==> config.mk <==
export PLATFORM = sky130hd
export DESIGN_NAME = triangle_perimeter_area_core
export DESIGN_NICKNAME = d
export VERILOG_FILES = /design/src/hw/rtl/tpa_pkg.sv /design/src/hw/rtl/tpa_isqrt.sv /design/src/hw/rtl/triangle_perimeter_area_core.sv
export SDC_FILE = /design/constraint.sdc
export NUM_CORES = 2
export LEC_CHECK = 0
export BUFFER_PORTS_ARGS = -buffer_cell sky130_fd_sc_hd__buf_2
export CORE_MARGIN = 2
export CORE_UTILIZATION = 65
export CTS_BUF_LIST = sky130_fd_sc_hd__clkbuf_8
export CTS_CLUSTER_SIZE = 10
export DETAILED_ROUTE_END_ITERATION = 10
export PLACE_DENSITY_LB_ADDON = 0.1
export SLEW_MARGIN = 20
export SYNTH_ARGS = -nofsm -noshare
export SYNTH_HDL_FRONTEND = slang
export SYNTH_HIERARCHICAL = 1
export SYNTH_SLANG_ARGS = --single-unit
export TNS_END_PERCENT = 30
==> constraint.sdc <==
create_clock -name aclk -period 23.1 [get_ports aclk]
set_input_delay 1.155 -clock aclk [delete_from_list [all_inputs] [get_ports aclk]]
set_output_delay 1.155 -clock aclk [all_outputs]
set_load 0.1 [all_outputs]
==> src/hw/rtl/tpa_pkg.sv <==
`default_nettype none

package tpa_pkg;

    localparam int COORD_BITS  = 16;
    localparam int MAG_BITS    = COORD_BITS;
    localparam int DIFF_BITS   = COORD_BITS + 1;
    localparam int PROD_BITS   = 2 * MAG_BITS;
    localparam int RAD_BITS    = PROD_BITS + 1;
    localparam int ROOT_BITS   = (RAD_BITS + 1) / 2;
    localparam int PERIM_BITS  = 19;
    localparam int AREA_BITS   = 32;
    localparam int SERIAL_BITS = 32;

    typedef struct packed {
        logic signed [COORD_BITS-1:0] first_x;
        logic signed [COORD_BITS-1:0] first_y;
        logic signed [COORD_BITS-1:0] second_x;
        logic signed [COORD_BITS-1:0] second_y;
        logic signed [COORD_BITS-1:0] third_x;
        logic signed [COORD_BITS-1:0] third_y;
    } in_word_t;

    typedef struct packed {
        logic [PERIM_BITS-1:0]  perimeter;
        logic [AREA_BITS-1:0]   area;
        logic [SERIAL_BITS-1:0] serial_number;
    } out_word_t;

endpackage

`default_nettype wire

==> src/hw/rtl/tpa_isqrt.sv <==
`default_nettype none

module tpa_isqrt
    import tpa_pkg::*;
(
    input  wire logic                 aclk,
    input  wire logic                 aresetn,
    input  wire logic                 start,
    input  wire logic [RAD_BITS-1:0]  radicand,
    output logic                      done,
    output logic [ROOT_BITS-1:0]      root
);

    localparam int PAD_BITS   = 2 * ROOT_BITS;
    localparam int REM_BITS   = ROOT_BITS + 1;
    localparam int SH_BITS    = REM_BITS + 2;
    localparam int COUNT_BITS = $clog2(ROOT_BITS);

    logic [PAD_BITS-1:0]   rad_reg;
    logic [REM_BITS-1:0]   rem_reg;
    logic [ROOT_BITS-1:0]  root_reg;
    logic [COUNT_BITS-1:0] count_reg;
    logic                  busy_reg;
    logic                  done_reg;

    logic [SH_BITS-1:0] rem_sh;
    logic [SH_BITS-1:0] trial;
    logic [SH_BITS-1:0] rem_fit;
    logic               fits;

    // One result bit per cycle: bring down two radicand bits and try 4*root+1.
    always_comb begin
        rem_sh  = {rem_reg, rad_reg[PAD_BITS-1 -: 2]};
        trial   = {1'b0, root_reg, 2'b01};
        fits    = (rem_sh >= trial);
        rem_fit = rem_sh - trial;
    end

    always_ff @(posedge aclk) begin
        if (!aresetn) begin
            busy_reg  <= 1'b0;
            done_reg  <= 1'b0;
            count_reg <= '0;
        end else begin
            done_reg <= 1'b0;
            if (start) begin
                busy_reg  <= 1'b1;
                count_reg <= COUNT_BITS'(ROOT_BITS - 1);
            end else if (busy_reg) begin
                count_reg <= count_reg - 1'b1;
                if (count_reg == '0) begin
                    busy_reg <= 1'b0;
                    done_reg <= 1'b1;
                end
            end
        end
    end

    always_ff @(posedge aclk) begin
        if (start) begin
            rad_reg  <= PAD_BITS'(radicand);
            rem_reg  <= '0;
            root_reg <= '0;
        end else if (busy_reg) begin
            rad_reg  <= {rad_reg[PAD_BITS-3:0], 2'b00};
            rem_reg  <= fits ? rem_fit[REM_BITS-1:0] : rem_sh[REM_BITS-1:0];
            root_reg <= {root_reg[ROOT_BITS-2:0], fits};
        end
    end

    assign done = done_reg;
    assign root = root_reg;

endmodule

`default_nettype wire

==> src/hw/rtl/triangle_perimeter_area_core.sv <==
// Triangle core: each word carries three vertices in signed Q11.4 and yields one
// result word with the perimeter (sum of the three floored side lengths, Q.4), the
// area (half the absolute cross product, floored, Q.8) and a serial number that
// counts triangles from 1 and wraps. A new word is taken only once the result of the
// previous triangle has been loaded into the output register. The time per triangle is set by
// the square-root unit, which produces one root bit per cycle and runs 17 steps for
// each of the three sides, and by the single 16 by 16 multiplier that forms the
// squares and the two cross terms one at a time. The result sits in an output
// register, so the next triangle may be accepted while a result waits to be taken.
`default_nettype none

module triangle_perimeter_area_core
    import tpa_pkg::*;
(
    input  wire logic      aclk,
    input  wire logic      aresetn,
    input  wire logic      s_valid,
    output logic           s_ready,
    input  wire in_word_t  s_data,
    output logic           m_valid,
    input  wire logic      m_ready,
    output out_word_t      m_data
);

    localparam logic [3:0] ST_IDLE  = 4'd0;
    localparam logic [3:0] ST_DIFF  = 4'd1;
    localparam logic [3:0] ST_MULA  = 4'd2;
    localparam logic [3:0] ST_MULB  = 4'd3;
    localparam logic [3:0] ST_START = 4'd4;
    localparam logic [3:0] ST_ROOT  = 4'd5;
    localparam logic [3:0] ST_MULC  = 4'd6;
    localparam logic [3:0] ST_AREA  = 4'd7;

    localparam logic [2:0] PH_SIDE0  = 3'd0;
    localparam logic [2:0] PH_SIDE1  = 3'd1;
    localparam logic [2:0] PH_SIDE2  = 3'd2;
    localparam logic [2:0] PH_AREA_U = 3'd3;
    localparam logic [2:0] PH_AREA_V = 3'd4;

    logic [3:0]             state_reg, state_next;
    logic [2:0]             phase_reg;
    in_word_t               coord_reg;
    logic [MAG_BITS-1:0]    op_a_reg;
    logic [MAG_BITS-1:0]    op_b_reg;
    logic                   neg_reg;
    logic [PROD_BITS-1:0]   prod_a_reg;
    logic [PROD_BITS-1:0]   prod_b_reg;
    logic                   n1_reg;
    logic                   n2_reg;
    logic [PERIM_BITS-1:0]  perim_reg;
    logic [SERIAL_BITS-1:0] count_reg;
    logic                   out_valid_reg;
    out_word_t              out_data_reg;

    logic signed [COORD_BITS-1:0] ax, bx, ay, by;
    logic signed [DIFF_BITS-1:0]  dx, dy;
    logic [DIFF_BITS-1:0]         dx_abs, dy_abs;
    logic [MAG_BITS-1:0]          mul_l, mul_r;
    logic [PROD_BITS-1:0]         product;
    logic [PROD_BITS:0]           cross_sum;
    logic [PROD_BITS-1:0]         cross_diff;
    logic [AREA_BITS-1:0]         half;
    logic                         sqrt_start;
    logic                         sqrt_done;
    logic [ROOT_BITS-1:0]         root;
    logic                         out_load;

    tpa_isqrt u_isqrt (
        .aclk     (aclk),
        .aresetn  (aresetn),
        .start    (sqrt_start),
        .radicand ({1'b0, prod_a_reg} + {1'b0, prod_b_reg}),
        .done     (sqrt_done),
        .root     (root)
    );

    always_comb begin
        ax = coord_reg.first_x;
        bx = coord_reg.second_x;
        ay = coord_reg.first_y;
        by = coord_reg.second_y;
        unique case (phase_reg)
            PH_SIDE0: begin
            end
            PH_SIDE1: begin
                ax = coord_reg.second_x;
                bx = coord_reg.third_x;
                ay = coord_reg.second_y;
                by = coord_reg.third_y;
            end
            PH_SIDE2: begin
                ax = coord_reg.third_x;
                bx = coord_reg.first_x;
                ay = coord_reg.third_y;
                by = coord_reg.first_y;
            end
            PH_AREA_U: begin
                by = coord_reg.third_y;
            end
            PH_AREA_V: begin
                bx = coord_reg.third_x;
            end
            default: begin
            end
        endcase
        dx     = DIFF_BITS'(bx) - DIFF_BITS'(ax);
        dy     = DIFF_BITS'(by) - DIFF_BITS'(ay);
        dx_abs = dx[DIFF_BITS-1] ? DIFF_BITS'(-dx) : DIFF_BITS'(dx);
        dy_abs = dy[DIFF_BITS-1] ? DIFF_BITS'(-dy) : DIFF_BITS'(dy);
    end

    always_comb begin
        mul_l = op_a_reg;
        mul_r = op_b_reg;
        unique case (state_reg)
            ST_MULA: mul_r = op_a_reg;
            ST_MULB: mul_l = op_b_reg;
            default: begin
            end
        endcase
        product = mul_l * mul_r;
    end

    always_comb begin
        cross_sum  = {1'b0, prod_a_reg} + {1'b0, prod_b_reg};
        cross_diff = (prod_a_reg >= prod_b_reg) ? (prod_a_reg - prod_b_reg)
                                                : (prod_b_reg - prod_a_reg);
        half = (n1_reg != n2_reg) ? cross_sum[PROD_BITS -: AREA_BITS]
                                  : AREA_BITS'(cross_diff >> 1);
    end

    assign sqrt_start = (state_reg == ST_START);
    assign out_load   = (state_reg == ST_AREA) && (!out_valid_reg || m_ready);

    always_comb begin
        state_next = state_reg;
        unique case (state_reg)
            ST_IDLE:  if (s_valid) state_next = ST_DIFF;
            ST_DIFF:  state_next = (phase_reg >= PH_AREA_U) ? ST_MULC : ST_MULA;
            ST_MULA:  state_next = ST_MULB;
            ST_MULB:  state_next = ST_START;
            ST_START: state_next = ST_ROOT;
            ST_ROOT:  if (sqrt_done) state_next = ST_DIFF;
            ST_MULC:  state_next = (phase_reg == PH_AREA_V) ? ST_AREA : ST_DIFF;
            ST_AREA:  if (out_load) state_next = ST_IDLE;
            default:  state_next = ST_IDLE;
        endcase
    end

    always_ff @(posedge aclk) begin
        if (!aresetn) begin
            state_reg     <= ST_IDLE;
            phase_reg     <= PH_SIDE0;
            count_reg     <= '0;
            out_valid_reg <= 1'b0;
        end else begin
            state_reg <= state_next;
            if (state_reg == ST_IDLE) begin
                phase_reg <= PH_SIDE0;
            end else if ((state_reg == ST_ROOT && sqrt_done) || state_reg == ST_MULC) begin
                phase_reg <= phase_reg + 1'b1;
            end
            if (out_load) begin
                count_reg     <= count_reg + 1'b1;
                out_valid_reg <= 1'b1;
            end else if (m_ready) begin
                out_valid_reg <= 1'b0;
            end
        end
    end

    always_ff @(posedge aclk) begin
        if (state_reg == ST_IDLE && s_valid) begin
            coord_reg <= s_data;
            perim_reg <= '0;
        end
        if (state_reg == ST_DIFF) begin
            op_a_reg <= dx_abs[MAG_BITS-1:0];
            op_b_reg <= dy_abs[MAG_BITS-1:0];
            neg_reg  <= dx[DIFF_BITS-1] ^ dy[DIFF_BITS-1];
        end
        if (state_reg == ST_MULA) begin
            prod_a_reg <= product;
        end
        if (state_reg == ST_MULB) begin
            prod_b_reg <= product;
        end
        if (state_reg == ST_ROOT && sqrt_done) begin
            perim_reg <= perim_reg + PERIM_BITS'(root);
        end
        if (state_reg == ST_MULC) begin
            if (phase_reg == PH_AREA_U) begin
                prod_a_reg <= product;
                n1_reg     <= neg_reg && (product != '0);
            end else begin
                prod_b_reg <= product;
                n2_reg     <= neg_reg && (product != '0);
            end
        end
        if (out_load) begin
            out_data_reg.perimeter     <= perim_reg;
            out_data_reg.area          <= half;
            out_data_reg.serial_number <= count_reg + 1'b1;
        end
    end

    assign s_ready = (state_reg == ST_IDLE);
    assign m_valid = out_valid_reg;
    assign m_data  = out_data_reg;

endmodule

`default_nettype wire

==> results.py <==
metrics = {
    "run_status": {
        "outcome": "finished clean",
    },
    "yosys": {
        "synthesis.area_sq_mm": 0.03315,
        "yosysWarnings": 6,
        "synth_seq_cells": 412,
        "synth_top_area_cell": "edfxtp_1",
        "yosys-top-cells-count": "inv_1 (415), nor2_1 (386), nand2_1 (370), ha_1 (277), edfxtp_1 (266)",
        "synth_edf_count": 266,
        "syn_avg_cell_area_sq_um": 9.296,
        "syn_inst": 3566,
        "synth.most_common_cell": "inv_1",
        "synth_fp_nets": 4143,
        "synth_area_leaders": "edfxtp_1 (24%), fa_1 (12%), ha_1 (10%)",
        "synth_flop_cell": "edfxtp_1",
        "synthDistinctLibCells": 94,
        "synthArstFlopShare_pct": 0,
        "synthDominantCellAreaShare_pct": 24.10,
        "synth-seq-area-share_pct": 32.91,
    },
    "critical_path": {
        "endpoint_kind": "flop",
        "cp_data_required_time_ns": 23.48,
        "cp_common_cell": "fa_1",
        "worstSetupStartpointType": "flop",
        "critPathTopFamily": "adder cells",
        "crit_type": "reg -> reg",
        "slowest_stage": "mux2i_2",
        "worst_ep_arrival_time_ns": 9.15,
        "crit_fanout": 28,
        "cpPeakStageDelay_ns": 0.84,
        "cp_num_buf_inv": 5,
    },
    "cts": {
        "cts_max_level": 3,
        "clockBufferDepth": 3,
        "tritoncts": "done",
        "numCtsBuffers": 70,
        "postCtsSetupBuffers": 0,
        "cts.sinks": 412,
        "holdBufCountCts": 0,
        "clk_transition_reported_paths_ns": 0.07,
        "cts_root_buf": "clkbuf_8",
        "ctsResizeCount": 0,
        "clock_latency_ns": 0.70,
    },
    "place": {
        "dpl.cell_count": 4315,
        "hpwl_um": 64840,
        "gp_congestion": 0.9887,
        "port_buffers": 184,
    },
    "final_layout": {
        "multi_input_area_sq_mm": 0.02021,
        "drive_above_1_share_pct": 11.45,
        "fillers": 3845,
        "nets": 4292,
        "regArea_sq_mm": 0.01091,
        "fin_cells": 4446,
        "largest_reg_flops": 96,
        "syn2layout_area_growth_pct": 8.825,
    },
    "route": {
        "final_antenna_net_count": 0,
        "first_pass_iters": 7,
        "drc_errors": 0,
        "wl_um": 84120,
        "via_per_inst": 5.938,
        "drtIter0Drc": 2151,
        "drt-wirelength-per-cell_um": 18.92,
        "vias": 26400,
    },
    "sta": {
        "tightest_slew_ns": 1.043,
        "fin_crit_ns": 8.771,
        "fmax_ghz": 0.1140,
        "finClkSkew_ns": 0.04523,
        "setup_violations": 0,
        "rsz0062_at_grt": "no",
        "setup_tns_ns": 0,
        "relSlewSlack_pct": 28.46,
        "drv_slew": 0,
        "fin_crit_sh_pct": 37.97,
        "hold_viol": 0,
    },
    "floorplanning": {
        "die_area_sq_mm": 0.05282,
        "top_level_ports": 185,
        "fp.coreArea_sq_mm": 0.05027,
        "die_y_um": 229.8,
        "die_w_um": 229.8,
        "rows": 82,
        "start_util_pct": 65.94,
    },
    "grt": {
        "grt_pass1_wl_um": 136100,
        "grt.overflow.total": 0,
        "grt_pass1_vias": 26430,
        "grt_max_degree": 88,
        "track_usage_pct": 32.00,
        "antenna_found_initial": 1,
    },
    "hold_path": {
        "worstHoldPathType": "reg -> reg",
    },
    "job": {
        "cap_viol_max_count": 0,
    },
}
==> worst register-to-register path, stage by stage, from the launching register on <==
cell      delay [ns]
dfxtp_1         0.63
nor3b_2         0.25
buf_4           0.40
mux2i_2         0.87
nor2_1          0.15
fa_1            0.58
inv_1           0.06
fa_1            0.53
inv_1           0.05
fa_1            0.52
fa_1            0.46
fa_1            0.55
inv_1           0.05
fa_1            0.53
inv_1           0.04
ha_1            0.41
a211oi_1        0.15
a211oi_1        0.32
a21o_1          0.17
a31o_2          0.14
a41oi_1         0.23
a221oi_1        0.50
a31oi_1         0.14
or3_1           0.36
nor4_1          0.20
a41oi_1         0.18
==> final cells by class <==
| type | instances | share of cell area (%) |
|---|---|---|
| Antenna cell | 2 | 0.01387 |
| Clock buffer | 75 | 2.861 |
| Multi-Input combinational cell | 2600 | 56.01 |
| Inverter | 420 | 4.374 |
| Clock inverter | 54 | 1.047 |
| Sequential cell | 412 | 30.25 |
| Tap cell | 672 | 2.331 |
| Timing Repair Buffer | 211 | 3.115 |
==> logic make-up (layout without fill, tap and decap cells) <==
logic type | count (synthesis) | in the layout | synth area share, %
DFF | 412 | 412 | 32.91
AOI/OAI and AO/OA | 737 | 737 | 14.27
muxes | 137 | 137 | 4.401
xor gates and xnor gates | 216 | 216 | 5.730
and+or+nand+nor | 1033 | 1033 | 13.80
other | 0 | 2 | 0
adders and majority gates | 477 | 477 | 22.53
buffers and inverters | 554 | 760 | 6.352
==> per-layer routing <==
| layer | up-vias | track usage [%] | wire length, um |
|---|---|---|---|
| met5 | - | 0 | 0 |
| met4 | 0 | 11.23 | 2848 |
| met3 | 198 | 4.985 | 5760 |
| met2 | 1013 | 53.23 | 39450 |
| met1 | 12660 | 42.75 | 36060 |
| li1 | 12530 | - | - |
==> final timing paths <==
path	startpoint	to	cells after the start	slack, ns
setup / recovery	state_reg[1]	n1_reg	25	14.33
hold / removal	perim_reg[11]	m_data[75]	0	0.45
setup reg to reg	state_reg[1]	n1_reg	25	14.33
hold reg to reg	perim_reg[11]	m_data[75]	0	0.45
==> cells in the final DEF, fill, tap and decap left out, types with 43 or more instances in the layout <==
| cell | netlist | routed |
|---|---|---|
| nand3_1 | 44 | 44 |
| o21ai_0 | 159 | 157 |
| ha_1 | 277 | 277 |
| fa_1 | 200 | 200 |
| buf_2 | 5 | 184 |
| inv_1 | 415 | 435 |
| mux2_2 | 69 | 69 |
| mux2i_1 | 67 | 64 |
| xnor2_1 | 135 | 134 |
| edfxtp_1 | 266 | 266 |
| nor2_1 | 386 | 385 |
| a21oi_1 | 229 | 229 |
| a22oi_1 | 49 | 49 |
| dfxtp_1 | 146 | 145 |
| clkbuf_8 | 0 | 75 |
| nand2_1 | 370 | 370 |
| xor2_1 | 80 | 79 |
| a21o_1 | 43 | 43 |
==> through the flow <==
stage	setup WS (ns)	cell area [sq um]	utilization [%]	hold WS, ns
floorplan	14.94	33150	-	0.4334
global placement	14.47	34650	68.92	0.4494
detailed placement	14.51	34660	68.93	0.4482
CTS	14.48	36070	71.74	0.4422
global route	13.90	36070	71.75	0.4564
finish	14.33	36070	71.76	0.4461
Power is left out: the tool's default activity adds up to more than one toggle a clock period on the data nets, which glitch-free logic cannot reach.
